$ cat config.mk
export PLATFORM = sky130hd
export DESIGN_NAME = rten_div
export DESIGN_NICKNAME = d
export VERILOG_FILES = /design/src/rtl/rten_pkg.sv /design/src/rtl/rten_div.sv
export VERILOG_INCLUDE_DIRS = /design/src /design/src/rtl
export SDC_FILE = /design/constraint.sdc
export NUM_CORES = 1
export LEC_CHECK = 0
export ABC_AREA = 1
export BUFFER_PORTS_ARGS = -buffer_cell sky130_fd_sc_hd__buf_2
export CAP_MARGIN = 20
export CORE_ASPECT_RATIO = 1.1
export CORE_MARGIN = 1
export CORE_UTILIZATION = 25
export CTS_BUF_LIST = sky130_fd_sc_hd__clkbuf_16
export DETAILED_ROUTE_END_ITERATION = 12
export GPL_TIMING_DRIVEN = 0
export HOLD_SLACK_MARGIN = 0.02
export PLACE_DENSITY_LB_ADDON = 0.05
export SYNTH_ARGS = -nofsm -noshare
export SYNTH_HDL_FRONTEND = slang
export SYNTH_SLANG_ARGS = --single-unit
export TNS_END_PERCENT = 100
$ cat constraint.sdc
create_clock -name i_clk -period 5.8 [get_ports i_clk]
set_input_delay 0.87 -clock i_clk [delete_from_list [all_inputs] [get_ports i_clk]]
set_output_delay 0.87 -clock i_clk [all_outputs]
set_load 0.01 [all_outputs]
$ cat src/rtl/rrt_tree_extend_nearest_top_defines.svh
// Assertion macros shared by the tree extension RTL.
`ifndef RRT_TREE_EXTEND_NEAREST_TOP_DEFINES_SVH
`define RRT_TREE_EXTEND_NEAREST_TOP_DEFINES_SVH
`ifndef SYNTHESIS
`define RTEN_ASSERT(label, prop) \
    label: assert property (@(posedge i_clk) disable iff (!i_rst_n) prop) \
        else $error("rten assertion failed");
`define RTEN_ASSERT_NEXT(label, ante, cons) \
    label: assert property (@(posedge i_clk) disable iff (!i_rst_n) (ante) |=> (cons)) \
        else $error("rten assertion failed");
`else
`define RTEN_ASSERT(label, prop)
`define RTEN_ASSERT_NEXT(label, ante, cons)
`endif
`endif

$ cat src/rtl/rten_pkg.sv
// Types, constants and helpers of the tree extension block.
package rten_pkg;

    localparam int MAX_NODES   = 1024;
    localparam int AW          = $clog2(MAX_NODES);
    localparam int CW          = $clog2(MAX_NODES + 1);
    localparam int IDX_W       = 10;
    localparam int DSQ_W       = 66;
    localparam int SQRT_STAGES = 34;
    localparam int RAD_W       = 2 * SQRT_STAGES;
    localparam int ROOT_W      = SQRT_STAGES;
    localparam int REM_W       = ROOT_W + 2;
    localparam int QUOT_W      = 32;

    typedef logic signed [31:0] t_coord;

    typedef struct packed {
        t_coord x;
        t_coord y;
        t_coord z;
    } t_point;

    typedef enum logic [1:0] {
        CMD_ROOT   = 2'd0,
        CMD_EXTEND = 2'd1,
        CMD_TRACE  = 2'd2
    } t_cmd;

    typedef enum logic [2:0] {
        STAT_EXTENDED = 3'd0,
        STAT_GOAL     = 3'd1,
        STAT_LINKED   = 3'd2,
        STAT_BUDGET   = 3'd3,
        STAT_FULL     = 3'd4,
        STAT_ROOT     = 3'd5,
        STAT_TRACED   = 3'd6
    } t_status;

    typedef enum logic [2:0] {
        CFG_GOAL_X    = 3'd0,
        CFG_GOAL_Y    = 3'd1,
        CFG_GOAL_Z    = 3'd2,
        CFG_STEP      = 3'd3,
        CFG_TOLERANCE = 3'd4,
        CFG_BUDGET    = 3'd5
    } t_cfg_idx;

    typedef enum logic [3:0] {
        S_IDLE,
        S_TRACE,
        S_SEARCH,
        S_BEST,
        S_SQRT,
        S_MUL,
        S_DSTART,
        S_DIV,
        S_STORE,
        S_GOAL,
        S_EMIT,
        S_EMIT2
    } t_state;

    typedef struct packed {
        logic [IDX_W-1:0] idx;
        t_point           pt;
        logic [IDX_W-1:0] parent;
        t_status          status;
        logic             last;
    } t_result;

    typedef struct packed {
        logic              vld;
        logic [RAD_W-1:0]  rad;
        logic [REM_W-1:0]  rem;
        logic [ROOT_W-1:0] root;
    } t_sqrt_stage;

    typedef struct packed {
        logic              start;
        logic [63:0]       num;
        logic [ROOT_W-1:0] den;
    } t_div_req;

    function automatic t_coord pt_axis(input t_point p, input logic [1:0] a);
        case (a)
            2'd0:    return p.x;
            2'd1:    return p.y;
            default: return p.z;
        endcase
    endfunction

    function automatic t_coord sat32(input logic signed [33:0] v);
        if (v > 34'sd2147483647) begin
            return 32'sh7FFFFFFF;
        end else if (v < -34'sd2147483648) begin
            return 32'sh80000000;
        end
        return v[31:0];
    endfunction

endpackage

$ cat src/rtl/rten_div.sv
// Radix-2 restoring divider, one quotient bit per cycle.
`include "rrt_tree_extend_nearest_top_defines.svh"
module rten_div (
    input  logic                          i_clk,
    input  logic                          i_rst_n,
    input  rten_pkg::t_div_req            i_req,
    output logic                          o_done,
    output logic [rten_pkg::QUOT_W-1:0]   o_quot
);

    logic                         r_busy;
    logic                         r_done;
    logic [5:0]                   r_cnt;
    logic [rten_pkg::ROOT_W-1:0]  r_rem;
    logic [rten_pkg::ROOT_W-1:0]  r_den;
    logic [rten_pkg::QUOT_W-1:0]  r_q;
    logic [rten_pkg::ROOT_W:0]    w_t;
    logic                         w_ge;

    always_comb begin
        w_t  = {r_rem, r_q[rten_pkg::QUOT_W-1]};
        w_ge = (w_t >= {1'b0, r_den});
    end

    always_ff @(posedge i_clk) begin
        if (!i_rst_n) begin
            r_busy <= 1'b0;
            r_done <= 1'b0;
            r_cnt  <= '0;
        end else begin
            r_done <= 1'b0;
            if (i_req.start) begin
                r_busy <= 1'b1;
                r_cnt  <= 6'(rten_pkg::QUOT_W);
            end else if (r_busy) begin
                r_cnt <= r_cnt - 1'b1;
                if (r_cnt == 6'd1) begin
                    r_busy <= 1'b0;
                    r_done <= 1'b1;
                end
            end
        end
    end

    always_ff @(posedge i_clk) begin
        if (i_req.start) begin
            // high half of the dividend is known to sit below the divisor
            r_rem <= rten_pkg::ROOT_W'(i_req.num[63:32]);
            r_q   <= i_req.num[31:0];
            r_den <= i_req.den;
        end else if (r_busy) begin
            r_rem <= w_ge ? rten_pkg::ROOT_W'(w_t - {1'b0, r_den}) : w_t[rten_pkg::ROOT_W-1:0];
            r_q   <= {r_q[rten_pkg::QUOT_W-2:0], w_ge};
        end
    end

    assign o_done = r_done;
    assign o_quot = r_q;

    `RTEN_ASSERT(a_no_restart, i_req.start |-> !r_busy)

endmodule

Word-level counts from Yosys, hierarchy flattened
Cells that the tools add are included.
{"block": "classes", "n_addsub": 2, "n_lt_le_gt_ge": 1, "n_eq_ne": 1, "n_mux": 11, "bitwise_logic": 2, "reduce_logical": 3}
{"op": "$mux 32", "count": 4}
{"op": "$ge 35x34->1", "count": 1}
{"op": "$mux 34", "count": 1}
{"op": "$sub 34x34->34", "count": 1}
{"op": "$mux 6", "count": 2}
{"op": "$eq 6x1->1 const B", "count": 1}
{"op": "$sub 6x1->6 const B", "count": 1}
{"op": "$mux 1", "count": 4}
{"op": "$reduce_or 3->1", "count": 1}
{"op": "$not 1->1", "count": 2}
{"op": "$reduce_bool 2->1", "count": 1}
{"op": "$reduce_or 2->1", "count": 1}
{"block": "word_totals", "register_bits": 108, "input_bits": 101, "out_inout_bits": 33, "elab_cells": 28}

Logic depth before layout (Yosys ltp)
{"block": "logic_depth", "depth_word": 4, "depth_mapped": 17, "depth_no_buf": 17}

Worst setup path after synthesis
OpenSTA, ideal clock, no wires.
{"block": "synth_timing", "path_kind": "input to register", "from": "input i_req[98] (netlist name)", "to": "register r_q (netlist bit o_quot[0]), enable pin", "t_arrival_ns": 2.190, "path_slack_ns": 3.192, "path_stages": 2, "path_buffers": 0, "path_cell_list": "nor2_1 -> inv_1"}
{"block": "synth_between", "elab_chain_cells": 1}
{"item": "from (decl)", "line_no": "rten_div.sv:6", "text": "input rten_pkg::t_div_req i_req,"}
{"item": "$reduce_bool 2->1 (no source line)"}
{"item": "to (signal assigned)", "line_no": "rten_div.sv:49", "text": "r_q <= i_req.num[31:0];"}
{"item": "to (signal assigned)", "line_no": "rten_div.sv:53", "text": "r_q <= {r_q[rten_pkg::QUOT_W-2:0], w_ge};"}
{"item": "to (decl)", "line_no": "rten_div.sv:16", "text": "logic [rten_pkg::QUOT_W-1:0] r_q;"}
No other way between the ends.
A chain may end at the register's enable or synchronous reset.

Final worst setup path
{"block": "layout_timing", "from": "input i_req[98] (netlist name)", "to": "register r_rem[18] (netlist name), data pin"}
{"block": "layout_between", "elab_chain_cells": 1}
{"item": "$mux 32", "line_no": "rten_div.sv:46", "text": "if (i_req.start) begin"}
{"item": "to (signal assigned)", "line_no": "rten_div.sv:48", "text": "r_rem <= rten_pkg::ROOT_W'(i_req.num[63:32]);"}
{"item": "to (signal assigned)", "line_no": "rten_div.sv:52", "text": "r_rem <= w_ge ? rten_pkg::ROOT_W'(w_t - {1'b0, r_den}) : w_t[rten_pkg::ROOT_W-1:0];"}
{"item": "to (decl)", "line_no": "rten_div.sv:14", "text": "logic [rten_pkg::ROOT_W-1:0] r_rem;"}
No other way between the ends.

==> impl_metrics.py <==
metrics = {
    "detailed_routing": {
        "firstDrtPassIters": 5,
        "routed_wl_um": 22530,
        "vias": 6459,
        "ant_nets": 0,
        "wl_per_cell_um": 14.77,
        "viasPerCell": 4.235,
        "drt_iter0_drc": 286,
        "drcViolationCount": 0,
    },
    "hold_path": {
        "hp-start": "r_rem[32]$_SDFFE_PP0P_",
        "hold_path.class": "reg2reg",
        "hold_end": "r_rem[32]$_SDFFE_PP0P_",
        "holdPathStages": 2,
    },
    "yosys": {
        "synth-xor-area-share_pct": 2.208,
        "ys_seq_area_share_pct": 41.70,
        "synth_fp_nets": 1138,
        "synth_top_family_by_area": "simple AND/OR/NAND/NOR gates",
        "synth_adder_area_share_pct": 6.242,
        "synth_edf_count": 98,
        "synthMuxAreaShare_pct": 0,
        "synth-seq-cells": 108,
        "synth-simple-area-share_pct": 36.64,
        "syn_avg_cell_area_sq_um": 7.537,
        "yosysMostFrequentCell": "nand2_1",
        "synth_compound_area_share_pct": 3.287,
        "synth_largest_area_cell": "edfxtp_1",
        "yosysUniqueCellTypes": 42,
        "ys_warn_count": 0,
        "yosys_most_used_dff": "edfxtp_1",
        "synth_cells": 1000,
        "ys_top_cells_by_count": "nand2_1, inv_1, edfxtp_1, nand3_1, nor2_1",
        "synthArstFlopShare_pct": 0,
        "yosys-top-cells-area": "edfxtp_1, nand2_1, inv_1",
        "synth.cell_area_sq_um": 7537,
        "synth.top_cell.area_share_pct": 39.04,
    },
    "power_and_ir_drop": {
        "comb_power_share_pct": 44.4,
        "ir_worst_vdd_mv": 0.1876,
        "leakage_nw": 4.599,
        "clockPowerShare_pct": 20.5,
        "total_power_w": 0.002941,
        "power_switching_w": 0.001184,
        "power_switching_share_pct": 40.26,
        "power_density_nw_per_um2": 327.7,
        "seqPwrFrac_pct": 35.0,
        "p_int_w": 0.001757,
    },
    "floorplanning": {
        "dieArea_sq_um": 30850,
        "initial_core_util_pct": 25.42,
        "die_width_um": 167.6,
        "row_count": 66,
        "io_pins": 134,
        "fp.dieH_um": 184.1,
        "coreArea_sq_um": 29650,
    },
    "clocking": {
        "holdBufCountCts": 0,
        "ctsHtreeMaxLevel": 3,
        "cts_buffers": 9,
        "insertion_delay_ns": 0.37,
        "cts.sink_count": 108,
        "cts.path.max_buffers": 2,
        "path_clk_slew_ns": 0.08,
        "cts_root_buf": "clkbuf_16",
        "cts_setup_buffers": 0,
        "cts_resized": 0,
        "tritoncts": "built",
    },
    "sta": {
        "layout_worst_path_cycle_share_pct": 47.37,
        "fin_ws_ns": 3.053,
        "finalSetupTns_ns": 0,
        "fmax_mhz": 364.0,
        "hold_viol_final": 0,
        "tightestPinTransition_ns": 0.9743,
        "finalMaxSlewViolations": 0,
        "rsz0062_at_grt": "false",
        "setup_viol": 0,
        "worst_clock_skew_ns": 0.01299,
        "relSlewSlack_pct": 35.05,
        "fin_crit_ns": 2.747,
    },
    "worst_setup_path": {
        "crit_fanout": 38,
        "cp_data_arrival_time_ns": 2.98,
        "r2r_end": "r_rem[27]$_DFFE_PP_",
        "r2r_setup_slack_ns": 3.23,
        "reg2reg_depth": 11,
        "path_class": "in2reg",
        "worst_setup_path_start_kind": "primary input",
        "cp-end-kind": "flop",
        "r2r-start": "r_rem[26]$_DFFE_PP_",
        "cp.required_ns": 6.04,
    },
    "placement": {
        "io_buffers": 133,
        "dp_hpwl_um": 17730,
        "gp_congestion": 0.8630,
        "pre_cts_ws_ns": 2.557,
    },
    "global_routing": {
        "grt_max_degree": 43,
        "overflow": 0,
        "antenna_found_initial": 2,
        "grt_pass1_wl_um": 36090,
        "grt_pass1_vias": 6726,
        "grt_usage_pct": 15.29,
    },
    "finish": {
        "fin_util_pct": 30.26,
        "multi_input_area_sq_um": 3646,
        "fillers": 3295,
        "register_area_sq_um": 3143,
        "drive_gt1_share_pct": 18.52,
        "area_growth_pct": 19.04,
        "fin_nets": 1283,
    },
    "job": {
        "maxCapViolCount": 0,
    },
    "status": {
        "status": "finished, final reports clean",
    },
}
-- cells by family after synthesis --
logic type,after synthesis
simple gates,615
compound gates,42
flops,108
fa+ha+maj,37
xor+xnor,19
buf+inv,179
-- stage by stage --
step	hold WS [ns]	cell area, sq um	std cells
floorplan	0.4469	7537	1000
global placement	0.4708	8671	1507
detailed placement	0.4774	8701	1508
CTS	0.4910	8970	1524
global route	0.5237	8970	1524
finish	0.4889	8972	1525
-- worst max-delay path: stages --
cell and delay, ns:
buf_2 0.72, clkbuf_1 0.57, clkbuf_1 0.56, nand2_1 0.14, nand2_2 0.10
-- routing by layer --
metal	vias up	wire, um	GRT usage (%)
met5	-	27	0
met4	4	252	4.073
met3	14	1285	3.951
met2	129	10390	26.22
met1	2880	10570	18.94
li1	3432	-	-
-- cell usage in the layout, fill, tap and decap left out, types with 5 or more instances in the layout --
master / count
a21oi_1: 24
buf_2: 135
clkbuf_1: 11
clkbuf_16: 9
dfxtp_1: 10
edfxtp_1: 98
ha_1: 36
inv_1: 155
nand2_1: 418
nand2_2: 25
nand3_1: 47
nand3_2: 14
nand3b_1: 40
nor2_1: 45
nor2_2: 6
nor3_1: 5
o21ai_0: 6
xnor2_1: 16
-- sequential cells by signal, indices dropped and copies added (netlist names) --
register,cells
r_rem,34
o_quot,32
o_done,1
r_busy,1
r_den,34
r_cnt,6
-- how the worst max path moves through the flow --
stage	from	to
finish	i_req[98]	r_rem[18]$_DFFE_PP_
global route	i_req[98]	r_rem[14]$_DFFE_PP_
CTS	i_req[98]	r_rem[18]$_DFFE_PP_
detailed placement	i_req[98]	r_rem[18]$_DFFE_PP_
global placement	i_req[98]	r_rem[12]$_DFFE_PP_
floorplan	i_req[98]	o_quot[0]$_DFFE_PP_
-- power groups by stage --
stage / registers (W) / logic, W / clock network (W)
after floorplan: 0.00105 / 0.000952 / 0
after global placement: 0.00105 / 0.00134 / 0
after detailed placement: 0.00104 / 0.00134 / 0
after CTS: 0.00103 / 0.00134 / 0.000632
after global routing: 0.00105 / 0.00150 / 0.000655
final: 0.00103 / 0.00131 / 0.000604
-- area by class of cell --
cell class,count,share of cell area [%]
Clock inverter,7,0.4881
Buffer,23,1.813
Multi-Input combinational cell,713,40.64
Antenna cell,1,0.02789
Clock buffer,9,2.510
Tap cell,374,5.215
Inverter,156,6.554
Timing Repair Buffer,134,7.726
Sequential cell,108,35.03
No activity file was read; power rests on OpenSTA's default activity.
